===== src/rtl/wdt_pkg.sv =====
// types and constants shared by the watchdog with tick generator
package wdt_pkg;

  typedef struct packed {
    logic [1:0]  command;
    logic [13:0] address;
    logic [31:0] write_data;
    logic [15:0] cycles_passed;
  } wdt_req_t;

  typedef struct packed {
    logic [31:0] read_data;
    logic        watchdog_reset;
    logic [31:0] tick_count;
  } wdt_rsp_t;

  // request commands
  localparam logic [1:0] CMD_READ    = 2'd0;
  localparam logic [1:0] CMD_WRITE   = 2'd1;
  localparam logic [1:0] CMD_ADVANCE = 2'd2;

  // write aliases, address bits 13:12
  localparam logic [1:0] ALIAS_NORMAL = 2'd0;
  localparam logic [1:0] ALIAS_XOR    = 2'd1;
  localparam logic [1:0] ALIAS_SET    = 2'd2;
  localparam logic [1:0] ALIAS_CLEAR  = 2'd3;

  // register offsets
  localparam logic [11:0] OFF_CTRL   = 12'h000;
  localparam logic [11:0] OFF_LOAD   = 12'h004;
  localparam logic [11:0] OFF_SCR0   = 12'h00C;
  localparam logic [11:0] OFF_SCRMAX = 12'h028;
  localparam logic [11:0] OFF_TICK   = 12'h02C;

  localparam logic [31:0] CTRL_RESET      = 32'h0700_0000;
  localparam logic [31:0] CTRL_WRITE_MASK = 32'hC700_0000;
  localparam int          CTRL_ENABLE_BIT = 30;
  localparam logic [31:0] TIME_MASK       = 32'h00FF_FFFF;
  localparam logic [9:0]  TICK_RESET      = 10'h200;
  localparam int          TICK_ENABLE_BIT = 9;
  localparam logic [31:0] TICK_RUNNING    = 32'h0000_0400;
  localparam int          PHASE_SHIFT     = 11;

  // width of phase + cycles, one quotient bit per divider step
  localparam int SUM_W = 17;

endpackage


===== src/rtl/watchdog_with_tick_generator.sv =====
// Watchdog with tick generator: register file, tick divider and countdown
//
// Requests arrive on req_valid / req_stall / req and results leave on
// rsp_valid / rsp_stall / rsp; each channel moves an item on a clock edge
// with valid high and stall low. Every request gives exactly one result.
// A request is a bus read, a bus write or an advance by a number of
// reference cycles. Requests are taken one at a time: req_stall is high
// from the edge that takes a request until its result is loaded into the
// output register.
// Reads, writes and advances that make no division go from acceptance
// straight to the final state. An advance with a non-zero divisor runs a
// restoring divider over the 17-bit sum of phase and cycles, one quotient
// bit per cycle through a single shared subtractor, before the final state.
// The result sits in an output register; while rsp_stall holds it, the
// next request may be taken but its result waits in the final state
// until the register is free.
// Synchronous reset clears the control registers to their reset values;
// scratch words are left undefined until written.
module watchdog_with_tick_generator #(
  parameter int SCRATCH_COUNT       = 8,
  parameter int MAX_CYCLES_PER_STEP = 65535
) (
  input  logic              clk,
  input  logic              rst,
  input  logic              req_valid,
  output logic              req_stall,
  input  wdt_pkg::wdt_req_t req,
  output logic              rsp_valid,
  input  logic              rsp_stall,
  output wdt_pkg::wdt_rsp_t rsp
);
  import wdt_pkg::*;

  localparam int SCR_IW = (SCRATCH_COUNT > 1) ? $clog2(SCRATCH_COUNT) : 1;
  localparam int STEP_W = $clog2(SUM_W);

  localparam logic [1:0] ST_IDLE = 2'd0;
  localparam logic [1:0] ST_DIV  = 2'd1;
  localparam logic [1:0] ST_FIN  = 2'd2;

  logic [1:0]        state;
  logic [STEP_W-1:0] step;
  wdt_req_t          item;
  logic              adv;
  logic              adv_div;

  logic [31:0] ctrl;
  logic [9:0]  tick_setup;
  logic [23:0] countdown;
  logic [8:0]  phase;
  logic [31:0] tick_total;
  logic [31:0] scratch [SCRATCH_COUNT];

  // divider working registers
  logic [SUM_W-1:0] quo;
  logic [8:0]       rem;

  function automatic logic [31:0] apply_alias(input logic [31:0] cur, input logic [31:0] data,
                                              input logic [1:0] sel);
    logic [31:0] res;
    case (sel)
      ALIAS_NORMAL: res = data;
      ALIAS_XOR:    res = cur ^ data;
      ALIAS_SET:    res = cur | data;
      ALIAS_CLEAR:  res = cur & ~data;
      default:      res = data;
    endcase
    return res;
  endfunction

  // request side
  logic             take;
  logic [15:0]      cyc;
  logic [8:0]       req_div;
  logic             req_adv;
  logic [SUM_W-1:0] req_sum;

  assign req_stall = (state != ST_IDLE);
  assign take      = req_valid && !req_stall;
  assign cyc       = (32'(req.cycles_passed) > 32'(MAX_CYCLES_PER_STEP)) ?
                     16'(MAX_CYCLES_PER_STEP) : req.cycles_passed;
  assign req_div   = tick_setup[8:0];
  assign req_adv   = (req.command == CMD_ADVANCE) && (cyc != 16'd0) &&
                     tick_setup[TICK_ENABLE_BIT];
  assign req_sum   = SUM_W'(phase) + SUM_W'(cyc);

  // shared subtractor of the divider
  logic [9:0] trial;
  logic [9:0] diff;
  assign trial = {rem, quo[SUM_W-1]};
  assign diff  = trial - {1'b0, tick_setup[8:0]};

  // decode of the held request
  logic [11:0]       off;
  logic [1:0]        alias_sel;
  logic [11:0]       scr_rel;
  logic [2:0]        scr_idx3;
  logic              scr_hit;
  logic [SCR_IW-1:0] scr_idx;

  assign off       = item.address[11:0];
  assign alias_sel = item.address[13:12];
  assign scr_rel   = off - OFF_SCR0;
  assign scr_idx3  = scr_rel[4:2];
  assign scr_hit   = (off >= OFF_SCR0) && (off <= OFF_SCRMAX) && (off[1:0] == 2'b00) &&
                     (32'(scr_idx3) < 32'(SCRATCH_COUNT));
  assign scr_idx   = scr_idx3[SCR_IW-1:0];

  logic [31:0] rd_val;
  always_comb begin
    rd_val = '0;
    if (alias_sel == ALIAS_NORMAL) begin
      if (off == OFF_CTRL) begin
        rd_val = ctrl | {8'd0, countdown};
      end else if (off == OFF_TICK) begin
        rd_val = 32'(tick_setup) | TICK_RUNNING | (32'(phase) << PHASE_SHIFT);
      end else if (scr_hit) begin
        rd_val = scratch[scr_idx];
      end
    end
  end

  // finishing arithmetic for an advance
  logic [SUM_W-1:0] ticks;
  logic [23:0]      dec;
  logic [23:0]      cd_next;
  logic             count_down;
  logic             fired;

  assign ticks      = adv ? quo : '0;
  assign dec        = 24'({ticks, 1'b0});
  assign count_down = (ticks != '0) && ctrl[CTRL_ENABLE_BIT];
  assign cd_next    = (dec > countdown) ? 24'd0 : (countdown - dec);
  assign fired      = count_down && (cd_next == 24'd0);

  logic finish;
  assign finish = (state == ST_FIN) && (!rsp_valid || !rsp_stall);

  always_ff @(posedge clk) begin
    if (rst) begin
      state      <= ST_IDLE;
      step       <= '0;
      adv        <= 1'b0;
      adv_div    <= 1'b0;
      ctrl       <= CTRL_RESET;
      tick_setup <= TICK_RESET;
      countdown  <= '0;
      phase      <= '0;
      tick_total <= '0;
      rsp_valid  <= 1'b0;
    end else begin
      if (rsp_valid && !rsp_stall && !finish) begin
        rsp_valid <= 1'b0;
      end
      case (state)
        ST_IDLE: begin
          if (take) begin
            adv     <= req_adv;
            adv_div <= req_adv && (req_div != 9'd0);
            step    <= '0;
            state   <= (req_adv && (req_div != 9'd0)) ? ST_DIV : ST_FIN;
          end
        end
        ST_DIV: begin
          if (step == STEP_W'(SUM_W - 1)) begin
            state <= ST_FIN;
          end
          step <= step + 1'b1;
        end
        ST_FIN: begin
          if (finish) begin
            state     <= ST_IDLE;
            rsp_valid <= 1'b1;
            if (item.command == CMD_WRITE) begin
              if (off == OFF_CTRL) begin
                ctrl <= apply_alias(ctrl, item.write_data & CTRL_WRITE_MASK, alias_sel) &
                        CTRL_WRITE_MASK;
              end else if (off == OFF_LOAD) begin
                countdown <= item.write_data[23:0];
              end else if (off == OFF_TICK) begin
                tick_setup <= 10'(apply_alias(32'(tick_setup), {22'd0, item.write_data[9:0]},
                                              alias_sel));
              end
            end
            if (adv) begin
              tick_total <= tick_total + 32'(ticks);
              if (adv_div) begin
                phase <= rem;
              end
              if (count_down) begin
                countdown <= cd_next;
              end
            end
          end
        end
        default: state <= ST_IDLE;
      endcase
    end
  end

  // divider datapath, no reset needed
  always_ff @(posedge clk) begin
    if (take) begin
      item <= req;
      rem  <= '0;
      quo  <= (req_div == 9'd0) ? SUM_W'(cyc) : req_sum;
    end else if (state == ST_DIV) begin
      if (!diff[9]) begin
        rem <= diff[8:0];
      end else begin
        rem <= trial[8:0];
      end
      quo <= {quo[SUM_W-2:0], !diff[9]};
    end
  end

  // scratch words and output register
  always_ff @(posedge clk) begin
    if (finish) begin
      if ((item.command == CMD_WRITE) && scr_hit) begin
        scratch[scr_idx] <= item.write_data;
      end
      rsp.read_data      <= (item.command == CMD_READ) ? rd_val : 32'd0;
      rsp.watchdog_reset <= adv && fired;
      rsp.tick_count     <= adv ? (tick_total + 32'(ticks)) : tick_total;
    end
  end

  a_take_leaves_idle: assert property (@(posedge clk) disable iff (rst)
    take |=> (state != ST_IDLE))
    else $error("accepted request did not start processing");

  a_fire_at_zero: assert property (@(posedge clk) disable iff (rst)
    (rsp_valid && rsp.watchdog_reset) |-> (countdown == 24'd0))
    else $error("watchdog reset reported with countdown not at zero");

  a_total_matches: assert property (@(posedge clk) disable iff (rst)
    rsp_valid |-> (rsp.tick_count == tick_total))
    else $error("reported tick count differs from running total");

  a_step_bound: assert property (@(posedge clk) disable iff (rst)
    (state == ST_DIV) |-> (32'(step) < SUM_W))
    else $error("divider step counter overran");

  a_fin_held: assert property (@(posedge clk) disable iff (rst)
    ((state == ST_FIN) && rsp_valid && rsp_stall) |=> (state == ST_FIN))
    else $error("result completed while output register was occupied");

endmodule

===== config.mk =====
export PLATFORM = sky130hd
export DESIGN_NAME = watchdog_with_tick_generator
export DESIGN_NICKNAME = d
export VERILOG_FILES = /design/src/rtl/wdt_pkg.sv /design/src/rtl/watchdog_with_tick_generator.sv
export SDC_FILE = /design/constraint.sdc
export NUM_CORES = 1
export LEC_CHECK = 0
export CAP_MARGIN = 20
export CORE_ASPECT_RATIO = 1.4
export CORE_MARGIN = 5
export CORE_UTILIZATION = 50
export CTS_BUF_LIST = sky130_fd_sc_hd__clkbuf_8
export DETAILED_ROUTE_END_ITERATION = 10
export DONT_BUFFER_PORTS = 1
export PLACE_DENSITY = 0.76
export SLEW_MARGIN = 5
export SYNTH_ARGS = -nofsm -noshare
export SYNTH_HDL_FRONTEND = slang
export SYNTH_SLANG_ARGS = --single-unit

===== constraint.sdc =====
create_clock -name clk -period 5.1 [get_ports clk]
set_input_delay 0.255 -clock clk [delete_from_list [all_inputs] [get_ports clk]]
set_output_delay 0.255 -clock clk [all_outputs]
set_load 0.1 [all_outputs]

-- Word-level counts from Yosys, hierarchy flattened
Memory sizes are Yosys's and may differ from the RTL's.
Index checks and enable logic that the tools add are counted.
- add/sub/neg operators: 6
- $lt $le $gt $ge: 3
- equality and inequality tests: 13
- multiplexer cells: 30
- bitwise operators: 12
- reduce and logical (&&, ||, !) cells: 40
- operators with widths (kind ; count):
    24-bit 2-to-1 mux ; 6
    32-bit 2-to-1 mux ; 4
    32-bit one-hot mux with 4 select lines ; 1
    17-bit 2-to-1 mux ; 4
    10-bit one-hot mux with 4 select lines ; 1
    32-bit by 17-bit adder with 32-bit output ; 1
    32-bit AND ; 1
    32-bit NOT ; 1
    32-bit by 24-bit bitwise OR with 32-bit output ; 1
    32-bit bitwise OR ; 1
    32-bit XOR ; 1
    18-bit by 24-bit > comparator with 1-bit output ; 1
    24-bit logical NOT ; 1
    24-bit by 18-bit subtractor with 24-bit output ; 1
    11-bit by 20-bit bitwise OR with 20-bit output ; 1
    9-bit by 16-bit adder with 17-bit output ; 1
    17-bit nonzero test ; 1
    16-bit nonzero test ; 1
    1-bit logical AND ; 13
    12-bit by 3-bit == test with 1-bit output (second input constant) ; 1
    12-bit by 6-bit == test with 1-bit output (second input constant) ; 1
    12-bit by 4-bit greater-or-equal comparator with 1-bit output (second input constant) ; 1
    12-bit by 6-bit less-or-equal comparator with 1-bit output (second input constant) ; 1
    12-bit logical NOT ; 1
    28 further kinds ; 57
- register bits after elaboration: 229
- memory bits (writable): 256
- input bits: 68
- output and inout port bits: 67
- logic and storage cells: 123
- memories kept: 1
- memory list (name ; words ; width ; rd ports ; clocked after memory_dff ; write ports ; RTL line ; RTL):
    scratch ; 8 ; 32 ; 1 ; 0 ; 1 ; watchdog_with_tick_generator.sv:52 ; logic [31:0] scratch [SCRATCH_COUNT];

-- Longest topological paths before layout
Gate-level depths: netlist of run 1.
- word-level depth: 8
- mapped depth: 17
- gate-level depth less buffers: 13

-- Worst setup path before layout of run 1
OpenSTA, ideal clock, no wires.
- path kind: reg-to-reg
- start point: register item[50] (netlist bit)
- end point: memory scratch[0][0], enable pin
- library setup time: 0.461 ns
- arrival: 4.744 ns
- required time: 4.639 ns
- setup slack: -0.106 ns
- cell stages (with the launch flop): 10
- path buffers: 6
- period minus slack after synthesis: 5.206 ns
- path through: edfxtp_1 buf_2 buf_2 buf_2 inv_1 ha_1 buf_1 clkbuf_1 buf_1 nor3_1
- word-level cells in the longest chain between the ends: 7
- elaborated cells on any way between the ends: 9
- classes of those cells: add/sub: 1; order compare: 2; mux: 3; reduce/logical: 3
- RTL lines (element ; RTL line ; RTL):
    start, declared ; watchdog_with_tick_generator.sv:43 ; wdt_req_t item;
    start signal, assigned ; watchdog_with_tick_generator.sv:204 ; item <= req;
    12-bit by 4-bit greater-or-equal comparator with 1-bit output / 12-bit by 6-bit less-or-equal comparator with 1-bit output (equally long branches) ; watchdog_with_tick_generator.sv:105 ; assign scr_hit = (off >= OFF_SCR0) && (off <= OFF_SCRMAX) && (off[1:0] == 2'b00) &&
    1-bit logical AND (2 in a row) ; watchdog_with_tick_generator.sv:105 ;
    1-bit logical AND ; watchdog_with_tick_generator.sv:220 ; if ((item.command == CMD_WRITE) && scr_hit) begin
    1-bit 2-to-1 mux ; watchdog_with_tick_generator.sv:220 ;
    1-bit 2-to-1 mux ; watchdog_with_tick_generator.sv:219 ; if (finish) begin
    1-bit 2-to-1 mux (implied by the code) ; watchdog_with_tick_generator.sv:221 ; scratch[scr_idx] <= item.write_data;
    end, declared ; watchdog_with_tick_generator.sv:52 ;
Parallel ways exist; a longest one is shown, timed or not.

-- Final worst setup path of run 1
- start point: register quo[0]
- end point: register tick_total[28]
- word-level cells in the longest chain between the ends: 3
- RTL lines (element ; RTL line ; RTL):
    start, declared ; watchdog_with_tick_generator.sv:55 ; logic [SUM_W-1:0] quo;
    start signal, assigned ; watchdog_with_tick_generator.sv:206 ; quo <= (req_div == 9'd0) ? SUM_W'(cyc) : req_sum;
    start signal, assigned ; watchdog_with_tick_generator.sv:213 ; quo <= {quo[SUM_W-2:0], !diff[9]};
    17-bit 2-to-1 mux ; watchdog_with_tick_generator.sv:130 ; assign ticks = adv ? quo : '0;
    32-bit by 17-bit adder with 32-bit output ; watchdog_with_tick_generator.sv:186 ; tick_total <= tick_total + 32'(ticks);
    32-bit 2-to-1 mux ; watchdog_with_tick_generator.sv:185 ; if (adv) begin
    end signal, assigned ; watchdog_with_tick_generator.sv:186 ;
    end, declared ; watchdog_with_tick_generator.sv:51 ; logic [31:0] tick_total;
No other way between the ends.
A chain may end at the register's enable or synchronous reset.

==> results of run 1 <==
==> stage by stage <==
stage	cell area, um^2	total power [mW]	hold slack, ns
global placement	23400	5.18	0.350
floorplan	22700	5.03	0.331
detailed placement	23400	5.19	0.352
finish	25600	8.38	0.0432
global route	25600	8.71	0.0598
CTS	25600	8.45	0.00284
==> path summary, 6_finish.rpt <==
path | startpoint | end
worst max-delay path | quo[0] | tick_total[28]
worst min-delay path | req[9] | quo[15]
worst max register to register | quo[0] | tick_total[28]
worst min register to register | rem[8] | phase[8]
==> registers in the layout (all words and copies together), names as in the netlist <==
register and flops:
item 46, rem 9, tick_setup 10, phase 9, rsp 65, tick_total 32
scratch 256, countdown 24, adv 1, quo 17, adv_div 1, step 5
rsp_valid 1, state 2, ctrl 5, alias_sel 2
==> synth_stat cells, types with 5 or more instances <==
| cell | n |
|---|---|
| a21o_1 | 15 |
| a21oi_1 | 83 |
| a21oi_2 | 6 |
| a222oi_1 | 19 |
| a31oi_1 | 14 |
| and3_1 | 12 |
| and4_1 | 6 |
| buf_1 | 8 |
| buf_2 | 14 |
| clkbuf_1 | 48 |
| dfxtp_1 | 99 |
| edfxtp_1 | 386 |
| ha_1 | 90 |
| inv_1 | 96 |
| mux2_2 | 19 |
| mux2i_1 | 31 |
| mux4_2 | 79 |
| nand2_1 | 217 |
| nand2b_1 | 14 |
| nand3_1 | 44 |
| nand4_1 | 15 |
| nor2_1 | 105 |
| nor2b_1 | 17 |
| nor3_1 | 25 |
| nor4_1 | 13 |
| o211ai_1 | 6 |
| o211ai_2 | 5 |
| o21ai_0 | 77 |
| o21ai_1 | 10 |
| or3_1 | 10 |
| xnor2_1 | 44 |
| xor2_1 | 33 |
==> what timing repair did <==
action,in CTS,in global routing
resized for setup,0,0
hold buffers,68,0
buffers inserted,0,0
hold endpoints to repair,132,0
==> cell usage in the layout, fill, tap and decap left out, types with 12 or more instances in the layout <==
| cell | Yosys | routed |
|---|---|---|
| nor2_1 | 105 | 100 |
| mux4_2 | 79 | 79 |
| a31oi_1 | 14 | 14 |
| mux2i_1 | 31 | 31 |
| a21o_1 | 15 | 15 |
| dfxtp_1 | 99 | 98 |
| xor2_1 | 33 | 32 |
| nand2b_1 | 14 | 14 |
| nor4_1 | 13 | 13 |
| nand4_1 | 15 | 15 |
| dlygate4sd3_1 | 0 | 67 |
| nor2b_1 | 17 | 17 |
| a222oi_1 | 19 | 19 |
| buf_4 | 3 | 33 |
| edfxtp_1 | 386 | 386 |
| ha_1 | 90 | 89 |
| xnor2_1 | 44 | 43 |
| nand3_1 | 44 | 44 |
| nor3_1 | 25 | 21 |
| inv_1 | 96 | 122 |
| and3_1 | 12 | 12 |
| a21oi_1 | 83 | 83 |
| o21ai_0 | 77 | 77 |
| mux2_2 | 19 | 19 |
| nand2_1 | 217 | 217 |
| clkbuf_8 | 0 | 81 |
==> power by group <==
| group | internal (mW) | switching, mW | total [mW] | leakage (nW) |
|---|---|---|---|---|
| Sequential | 4.34 | 0.235 | 4.57 | 4.33 |
| Combinational | 0.247 | 0.347 | 0.595 | 3.98 |
| Clock | 1.72 | 1.49 | 3.21 | 0.838 |
| Total | 6.31 | 2.07 | 8.38 | 9.14 |
==> worst reg2reg max path, stage by stage, from the launching register on <==
cell	delay, ns
edfxtp_1	0.37
and2_1	0.25
ha_1	0.22
inv_1	0.06
fa_1	0.42
nor2b_1	0.14
o21a_1	0.14
o21ai_1	0.13
a211oi_2	0.40
o21ai_1	0.21
a31oi_2	0.42
nand4_1	0.16
xor2_1	0.17
nor2_1	0.05
dlygate4sd3_1	0.56
==> logic make-up after synthesis <==
family	Yosys count
compound gates	292
simple gates	499
xor+xnor	77
fa+ha+maj	94
buf+inv	173
mux	129
flops	485
==> final cells by class <==
| class | count | area (um^2) |
|---|---|---|
| Sequential cell | 485 | 13600 |
| Antenna cell | 5 | 12.5 |
| Fill cell | 3494 | 19400 |
| Timing Repair Buffer | 101 | 946 |
| Inverter | 98 | 370 |
| Clock buffer | 81 | 1110 |
| Tap cell | 611 | 764 |
| Multi-Input combinational cell | 1091 | 8470 |
| Clock inverter | 49 | 360 |
==> per-layer routing <==
metal / vias up / wire [um]
met2: 642 / 29800
met1: 7466 / 20600
met4: 0 / 2950
met5: - / 0
li1: 6747 / -
met3: 172 / 3920
==> results by group, run 1 <==
Logic synthesis
  • Synth Register Bits: between 400 and 500
  • Simple-gate portion of the synthesized area: 0.101
  • Synth Net Count: approximately 1900
  • FFs w/ async S/R, synth: 0
  • Largest family of logic cells by synthesized area: multiplexers
  • Synth area leaders: edfxtp_1 (51%), dfxtp_1 (8.7%), mux4_2 (7.8%)
  • Synth unique cells: 77
  • Cells after Synth: 1749
  • Synth Area in Compound Gates: 0.0854
  • Sequential share of the synthesized area: 0.599
  • Mean Syn Cell Area: 13.0 um^2
  • Post-Syn Area: 22700 um^2
  • Post-synthesis mux area share: 0.102
  • Share of the synthesized area in the top cell type: 0.511
  • Area leader, netlist: edfxtp_1
  • Synthesized-area fraction occupied by xor and xnor cells: 0.0297
  • Top_reg_cell synth: edfxtp_1
  • Number of flops mapped to enable cells by yosys: 386
  • Ys Warns: 0
  • Post-Synth Adder-Cell Area: 0.0532

Worst setup path
  • Worst-path cell chain: and2_1 -> ha_1 -> inv_1 -> fa_1 -> nor2b_1 -> o21a_1 -> o21ai_1 -> a211oi_2 -> o21ai_1 -> a31oi_2 -> nand4_1 -> xor2_1 -> nor2_1 -> dlygate4sd3_1
  • Slowest CP cell: dlygate4sd3_1
  • Setup crit start kind: flip-flop
  • Critical Path Fanout Max: 6
  • CP bufs+invs: 2
  • Required time of the critical path: 5.62 ns
  • Crit path depth: 14
  • CP top delay family: compound AO/OA/AOI/OAI gates
  • CP most frequent cell: o21ai_1
  • Crit path capture type: flip-flop
  • R2r setup slk: 1.29 ns
  • WS Path Type: reg2reg
  • CP max stage delay: 0.56 ns
  • Worst EP arrival: ~4.3 ns
  • FF-to-FF path depth: 14

Global route
  • Vias in the first global route: 15100
  • Gr ovfl total: 0
  • Largest net degree at the start of global routing: a little under 70
  • Grt met3 use: 0.0440
  • Met1 Use GR: 0.265
  • Busiest layer in global routing: met2
  • M2 GR Usage: 0.410
  • Gr usage total: 0.230
  • Initial antenna violation count: 3
  • First-pass GRT wire length: 87500 um

Floorplanning
  • Die X: 190 um
  • IO Pins: 135
  • Initial core utilization: 0.504
  • Total Die Area: about 50000 um^2
  • Core area: 45000 um^2
  • FP Rows: 92
  • Die Y: 262 um

Clock tree
  • Number of H-tree levels: 3
  • CTS sink cnt: slightly below 500
  • Clk root buf: clkbuf_8
  • Clock transition at path regs: approximately 0.060 ns
  • TritonCTS clock tree: built
  • Clk buf depth: 3
  • TritonCTS buffer count: 72
  • Clk_lat worst skew: 0.64 ns

Place
  • Place WS: roughly 1.5 ns
  • Placed Cells: between 2000 and 2500
  • Hpwl dp: about 40000 um
  • I/O Buffers: 0
  • Global placer's final weighted congestion: about 0.92

Hold path
  • Min-Delay Path Depth: 4
  • Hold WC Path Type: in2reg

Power
  • Pwr/cell area: around 330 nW/um^2
  • VDD IR max: 256 uV
  • Leakage: 9.14 nW

Timing
  • Setup-failing EPs final: 0
  • Final TNS setup: 0 ns
  • Tmin final: 3.81 ns
  • Count of final hold-check violations: 0
  • Worst clock skew: 0.0397 ns
  • Max Transition Viols Final: 0
  • Unrepaired setup endpoints after global routing: false
  • Final period util: 0.746
  • Worst slew pin tran: 1.13 ns
  • Final worst slack: 1.29 ns
  • Max Clock Freq: 0.263 GHz
  • Max-slew headroom: 0.245

Cells and area
  • Nets: 2011
  • Share of cells above drive strength 1: 0.148
  • Post-route non-filler standard cell count: 2521
  • Final Core Density: 0.569
  • Area Growth Syn to Fin: 13.0%

Drt
  • # DRC: 0
  • Final WL: ~57000 um
  • First DRT Iteration DRCs: 1369
  • WL/cell: 22.7 um
  • TritonRoute pass-1 iters: 9
  • Via count: 15000
  • Final ANT Viol Nets: 0
  • Via/cell ratio: about 6.0

Flow run
  • Max-cap viol count: 0

Status
  • Status: finished, final reports clean
(Power assumes the default switching activity.)
==> inputs of run 2 (changes only) <==
- clock period: 5.1 -> 3.49 ns (I/O delays scaled with it)
==> run 2 against run 1 <==
Sequential share of layout area decreased by 0.37 points; worst setup slack got worse by 1.1 ns; fmax increased by 14%; wire length increased by 1.1%; flip-flop and latch count unchanged; clock power increased by 43%; count of clock-buffer cells in the layout decreased by 1; worst hold slack improved by 0.014 ns; clock skew increased by 0.0087 ns; register-to-register slack got worse by 1.1 ns.
==> results by group, run 2 (synthesis gave the netlist of run 1 again) <==
Status
  • Status: finished, final reports clean

Timing
  • Max Transition Viols Final: 0
  • Final worst slack: 0.160 ns
  • Count of final hold-check violations: 0
  • Unrepaired setup endpoints after global routing: false
  • Final period util: 0.954
  • Tmin final: 3.33 ns
  • Worst slew pin tran: 1.05 ns
  • Max-slew headroom: 0.302
  • Worst clock skew: a little under 0.05 ns
  • Setup-failing EPs final: 0
  • Final TNS setup: 0 ns
  • Max Clock Freq: 0.300 GHz

Clock tree
  • Clk buf depth: 3
  • CTS sink cnt: roughly 490
  • Clk root buf: clkbuf_8
  • # Post-CTS Setup Buffers: 0
  • TritonCTS buffer count: 75
  • TritonCTS clock tree: built
  • Number of H-tree levels: 3
  • Clock transition at path regs: 0.07 ns
  • Clk_lat worst skew: 0.68 ns

Cells and area
  • Nets: slightly above 2000
  • Top reg by flops: scratch
  • Area Growth Syn to Fin: 13.7%
  • Flip-flop and latch area: 13600 um^2
  • Most frequent cells in the layout: edfxtp_1 (386), nand2_1 (217), inv_1 (122), nor2_1 (101), dfxtp_1 (98)
  • Design area: 25800 um^2
  • Multi-input logic area: 8520 um^2
  • Commonest non-fill, non-tap cell in the layout: edfxtp_1
  • Share of cells above drive strength 1: 0.156
  • Fill cell count: 3558
  • Max reg flops: 256
  • Regs by FF count: scratch: 256 flops, rsp: 65 flops, item: 46 flops

Global route
  • Vias in the first global route: around 15000
  • Gr usage total: 0.232
  • Initial antenna violation count: 3
  • First-pass GRT wire length: 88600 um
  • Gr ovfl total: 0
  • Largest net degree at the start of global routing: 68

Floorplanning
  • Total Die Area: 49800 um^2
  • IO Pins: 135
  • FP Rows: 92
  • Die X: 190 um
  • Die Y: 262 um
  • Core area: 45000 um^2
  • Initial core utilization: 0.504

Drt
  • TritonRoute pass-1 iters: 9
  • Final WL: 58000 um
  • First DRT Iteration DRCs: approximately 1500
  • WL/cell: 22.8 um
  • Via count: 15100
  • Via/cell ratio: 5.92
  • # DRC: 0
  • Final ANT Viol Nets: 0

Flow run
  • Max-cap viol count: 0

Worst setup path
  • Required time of the critical path: 3.95 ns
  • Worst EP arrival: ~3.8 ns
  • Setup crit start kind: flip-flop
  • WS Path Type: reg2reg
  • Crit path capture type: flip-flop
  • Critical Path Fanout Max: 4

Power
  • Leakage: 9.25 nW
  • Overall power: 12.2 mW
  • VDD IR max: 420 uV
  • Pwr/cell area: 471 nW/um^2

Place
  • I/O Buffers: 0
  • DP Area: 23600 um^2
  • Global placer's final weighted congestion: 0.916
  • Place WS: approximately 0.21 ns
  • Hpwl dp: 39800 um

Hold path
  • Hold WC Path Type: in2reg
==> run 2: cell count changes in the layout (fill, tap and decap cells not counted), moves of 4 or more <==
| cell | previous run | this run |
|---|---|---|
| buf_4 | 33 | 51 |
| clkinv_2 | 4 | 11 |
| clkinv_1 | 6 | 12 |
| nor2_2 | 6 | 1 |
| nor2_4 | 1 | 5 |
| nor3_2 | 5 | 1 |
| nor3_4 | 0 | 4 |
==> run 2: worst max-delay path, cell delays in order (launching register included) <==
cell and delay (ns):
edfxtp_1 0.38, and2_1 0.22, ha_1 0.22, fa_1 0.41
nand2b_1 0.20, a21oi_2 0.18, o311a_4 0.26, o21ai_2 0.08
xnor2_1 0.18, nor3_1 0.32, and3_1 0.22, a41oi_2 0.15
nor4bb_2 0.29
==> run 2: worst paths after layout <==
kind | from | end | slack (ns) | depth (start not counted)
worst min-delay path | req[9] | quo[10] | 0.06 | 4
worst min register to register | rem[0] | phase[0] | 0.47 | 2
worst max register to register | quo[0] | rsp[32] | 0.16 | 12
worst max-delay path | quo[0] | rsp[32] | 0.16 | 12
==> run 2: final cells by class <==
class	instances	share of cell area
Inverter	98	0.0144
Clock buffer	80	0.0427
Clock inverter	57	0.0129
Timing Repair Buffer	121	0.0435
Multi-Input combinational cell	1091	0.330
Antenna cell	3	0.000291
Tap cell	611	0.0296
Sequential cell	485	0.526
==> run 2: report_power, final <==
group	internal [mW]	switching, mW
Sequential	6.34	0.335
Combinational	0.379	0.514
Clock	2.36	2.23
==> run 2: per-layer routing <==
layer	track usage	wire, um
met4	0.124	2940
met5	0	0
met1	0.274	21400
met3	0.0389	3830
met2	0.406	29800
==> run 2: metrics by stage <==
step | hold slack (ns) | cells | util
5_1_grt | 0.0579 | 2546 | 0.573
4_1_cts | 0.00391 | 2543 | 0.572
6_report | 0.0574 | 2546 | 0.573
2_1_floorplan | 0.250 | 1749 | -
3_3_place_gp | 0.273 | 2338 | 0.525
3_5_place_dp | 0.273 | 2338 | 0.525
==> run 2: timing repair <==
| action | 4_1_cts | 5_1_grt |
|---|---|---|
| setup endpoints to repair | 0 | 5 |
| endpoints found under the hold margin | 132 | 0 |
| hold buffers | 68 | 0 |
| gates resized for setup | 0 | 2 |
==> inputs of run 3 (changes only) <==
==> constraint.sdc (replaced) <==
create_clock -name clk -period 3.49 [get_ports clk]
set_input_delay 0.5235 -clock clk [delete_from_list [all_inputs] [get_ports clk]]
set_output_delay 0.5235 -clock clk [all_outputs]
set_load 0.1 [all_outputs]
==> run 3 against run 2 <==
Wire length is 0.77% lower; clock skew shrank 0.021 ns; register-to-register slack improved by 0.12 ns; highest routed layer unchanged; cell count shrank 1.1%; sequential share of layout area down 0.074 points; count of clock-buffer cells in the layout is 3 higher; largest power group unchanged; first-iteration DRC count decreased by 16%; via count fell by 0.64%; worst setup slack improved by 0.12 ns; fmax is 3.8% higher; critical path depth unchanged; worst hold slack improved by 0.11 ns.
==> results by group, run 3 (synthesis gave the netlist of run 1 again) <==
Worst setup path
  • Worst EP arrival: 3.68 ns
  • Critical Path Fanout Max: 50
  • Slowest CP cell: or3_1
  • WS Path Type: reg2reg
  • Worst-path cell chain: buf_12 -> nand2_1 -> ha_1 -> a21oi_2 -> o21ai_2 -> or3_1 -> o21a_1 -> a41o_1 -> xnor2_1 -> a21oi_1 -> a41oi_2 -> nor4bb_2
  • Crit path capture type: flip-flop
  • Setup crit start kind: flip-flop
  • FF-to-FF path depth: 12
  • Required time of the critical path: 3.97 ns
  • CP max stage delay: 0.38 ns

Clock tree
  • Clk_lat worst skew: 0.65 ns
  • TritonCTS clock tree: built
  • Number of H-tree levels: 3
  • Clk buf depth: 3
  • TritonCTS buffer count: 74
  • CTS sink cnt: 485
  • Clk root buf: clkbuf_8
  • Clock transition at path regs: 0.06 ns

Floorplanning
  • Die Y: 262 um
  • FP Rows: 92
  • Total Die Area: 49800 um^2
  • Initial core utilization: 0.504
  • IO Pins: 135
  • Die X: 190 um
  • Core area: 45000 um^2

Place
  • I/O Buffers: 0
  • Place WS: 0.299 ns
  • Global placer's final weighted congestion: between 0.9 and 1
  • Placed Cells: 2336
  • Hpwl dp: roughly 40000 um

Global route
  • Met1 Use GR: 0.262
  • Vias in the first global route: ~15000
  • First-pass GRT wire length: around 90000 um
  • Initial antenna violation count: 1
  • Busiest layer in global routing: met2
  • Largest net degree at the start of global routing: 75
  • Grt met3 use: 0.0449
  • M2 GR Usage: 0.409
  • Gr ovfl total: 0
  • Gr usage total: 0.231

Drt
  • Final ANT Viol Nets: 0
  • Final WL: around 58000 um
  • WL/cell: 22.8 um
  • Via/cell ratio: 5.95
  • First DRT Iteration DRCs: 1293
  • # DRC: 0
  • TritonRoute pass-1 iters: 8
  • Via count: about 15000

Power
  • Overall power: 12.7 mW
  • Pwr/cell area: 493 nW/um^2
  • Leakage: between 9 and 10 nW
  • VDD IR max: 408 uV

Timing
  • Max Transition Viols Final: 0
  • Setup-failing EPs final: 0
  • Worst slew pin tran: 1.08 ns
  • Final period util: 0.919
  • Hold WS: 0.163 ns
  • Tmin final: 3.21 ns
  • Max Clock Freq: 0.312 GHz
  • Worst clock skew: 0.0277 ns
  • Count of final hold-check violations: 0
  • Max-slew headroom: 0.280
  • Unrepaired setup endpoints after global routing: false
  • Final worst slack: 0.282 ns
  • Final TNS setup: 0 ns

Cells and area
  • Max reg flops: around 260
  • Share of cells above drive strength 1: 0.163
  • Most frequent cells in the layout: edfxtp_1 (386), nand2_1 (217), inv_1 (110), nor2_1 (101), dfxtp_1 (98)
  • Nets: 2012
  • Commonest non-fill, non-tap cell in the layout: edfxtp_1
  • Regs by FF count: scratch: 256 flops, rsp: 65 flops, item: 46 flops
  • Post-route non-filler standard cell count: 2518
  • Area Growth Syn to Fin: 13.9%
  • Top reg by flops: scratch
  • Fill cell count: 3547

Flow run
  • Max-cap viol count: 0

Hold path
  • Hold WC Path Type: in2reg
  • Min-Delay Path Depth: 2

Status
  • Status: finished, final reports clean
## run 3: cell count changes in the layout (fill, tap and decap cells not counted), moves of 2 or more
cell	before	now
buf_12	2	6
buf_4	51	45
bufinv_16	3	10
inv_1	122	110
dlygate4sd3_1	67	48
clkinv_1	12	8
clkbuf_8	80	83
diode_2	3	1
## run 3: final timing paths
kind | start | end | slack [ns]
max | adv | rsp[32] | 0.28
min | req[7] | quo[7] | 0.16
max reg2reg | adv | rsp[32] | 0.28
min reg2reg | tick_total[16] | tick_total[16] | 0.48
## run 3: power by group
part	total, mW	switching, mW	internal, mW	leakage (nW)
clock network	5.18	2.23	2.95	0.886
logic	0.865	0.505	0.360	4.02
registers	6.68	0.335	6.34	4.33
## run 3: timing repair
action,CTS,global route
endpoints found under the hold margin,115,0
setup buffers,0,0
endpoints found under the setup margin,0,2
resized for setup,0,2
hold buffers,49,0
## run 3: metrics by stage
step,area [um^2],util
floorplan,22800,-
global placement,23700,0.526
detailed placement,23700,0.526
CTS,25800,0.574
global route,25800,0.574
finish,25800,0.574
## run 3: metal layers
metal / vias to the layer above / wire length [um]
met5: - / 0
met3: 183 / 3990
met2: 655 / 29600
met1: 7398 / 20600
li1: 6745 / -
met4: 0 / 3350
## run 3: final cells by class
type	instances	area, um^2	area share
flip-flops and latches	485	13600	0.526
clock buffers	83	1140	0.0442
diodes	1	2.50	0.0000969
well taps	611	764	0.0296
multi-input cells	1091	8510	0.330
clock inverters	49	497	0.0192
repair buffers	100	966	0.0374
inverters	98	370	0.0143
## run 3: critical path, delay by kind of cell, from the launching register on
kind	cells	cell delay, ns
fa+ha+maj	1	0.37
simple gates	3	0.79
flops	1	0.35
xor+xnor	1	0.13
compound gates	6	1.15
buf+inv	1	0.24
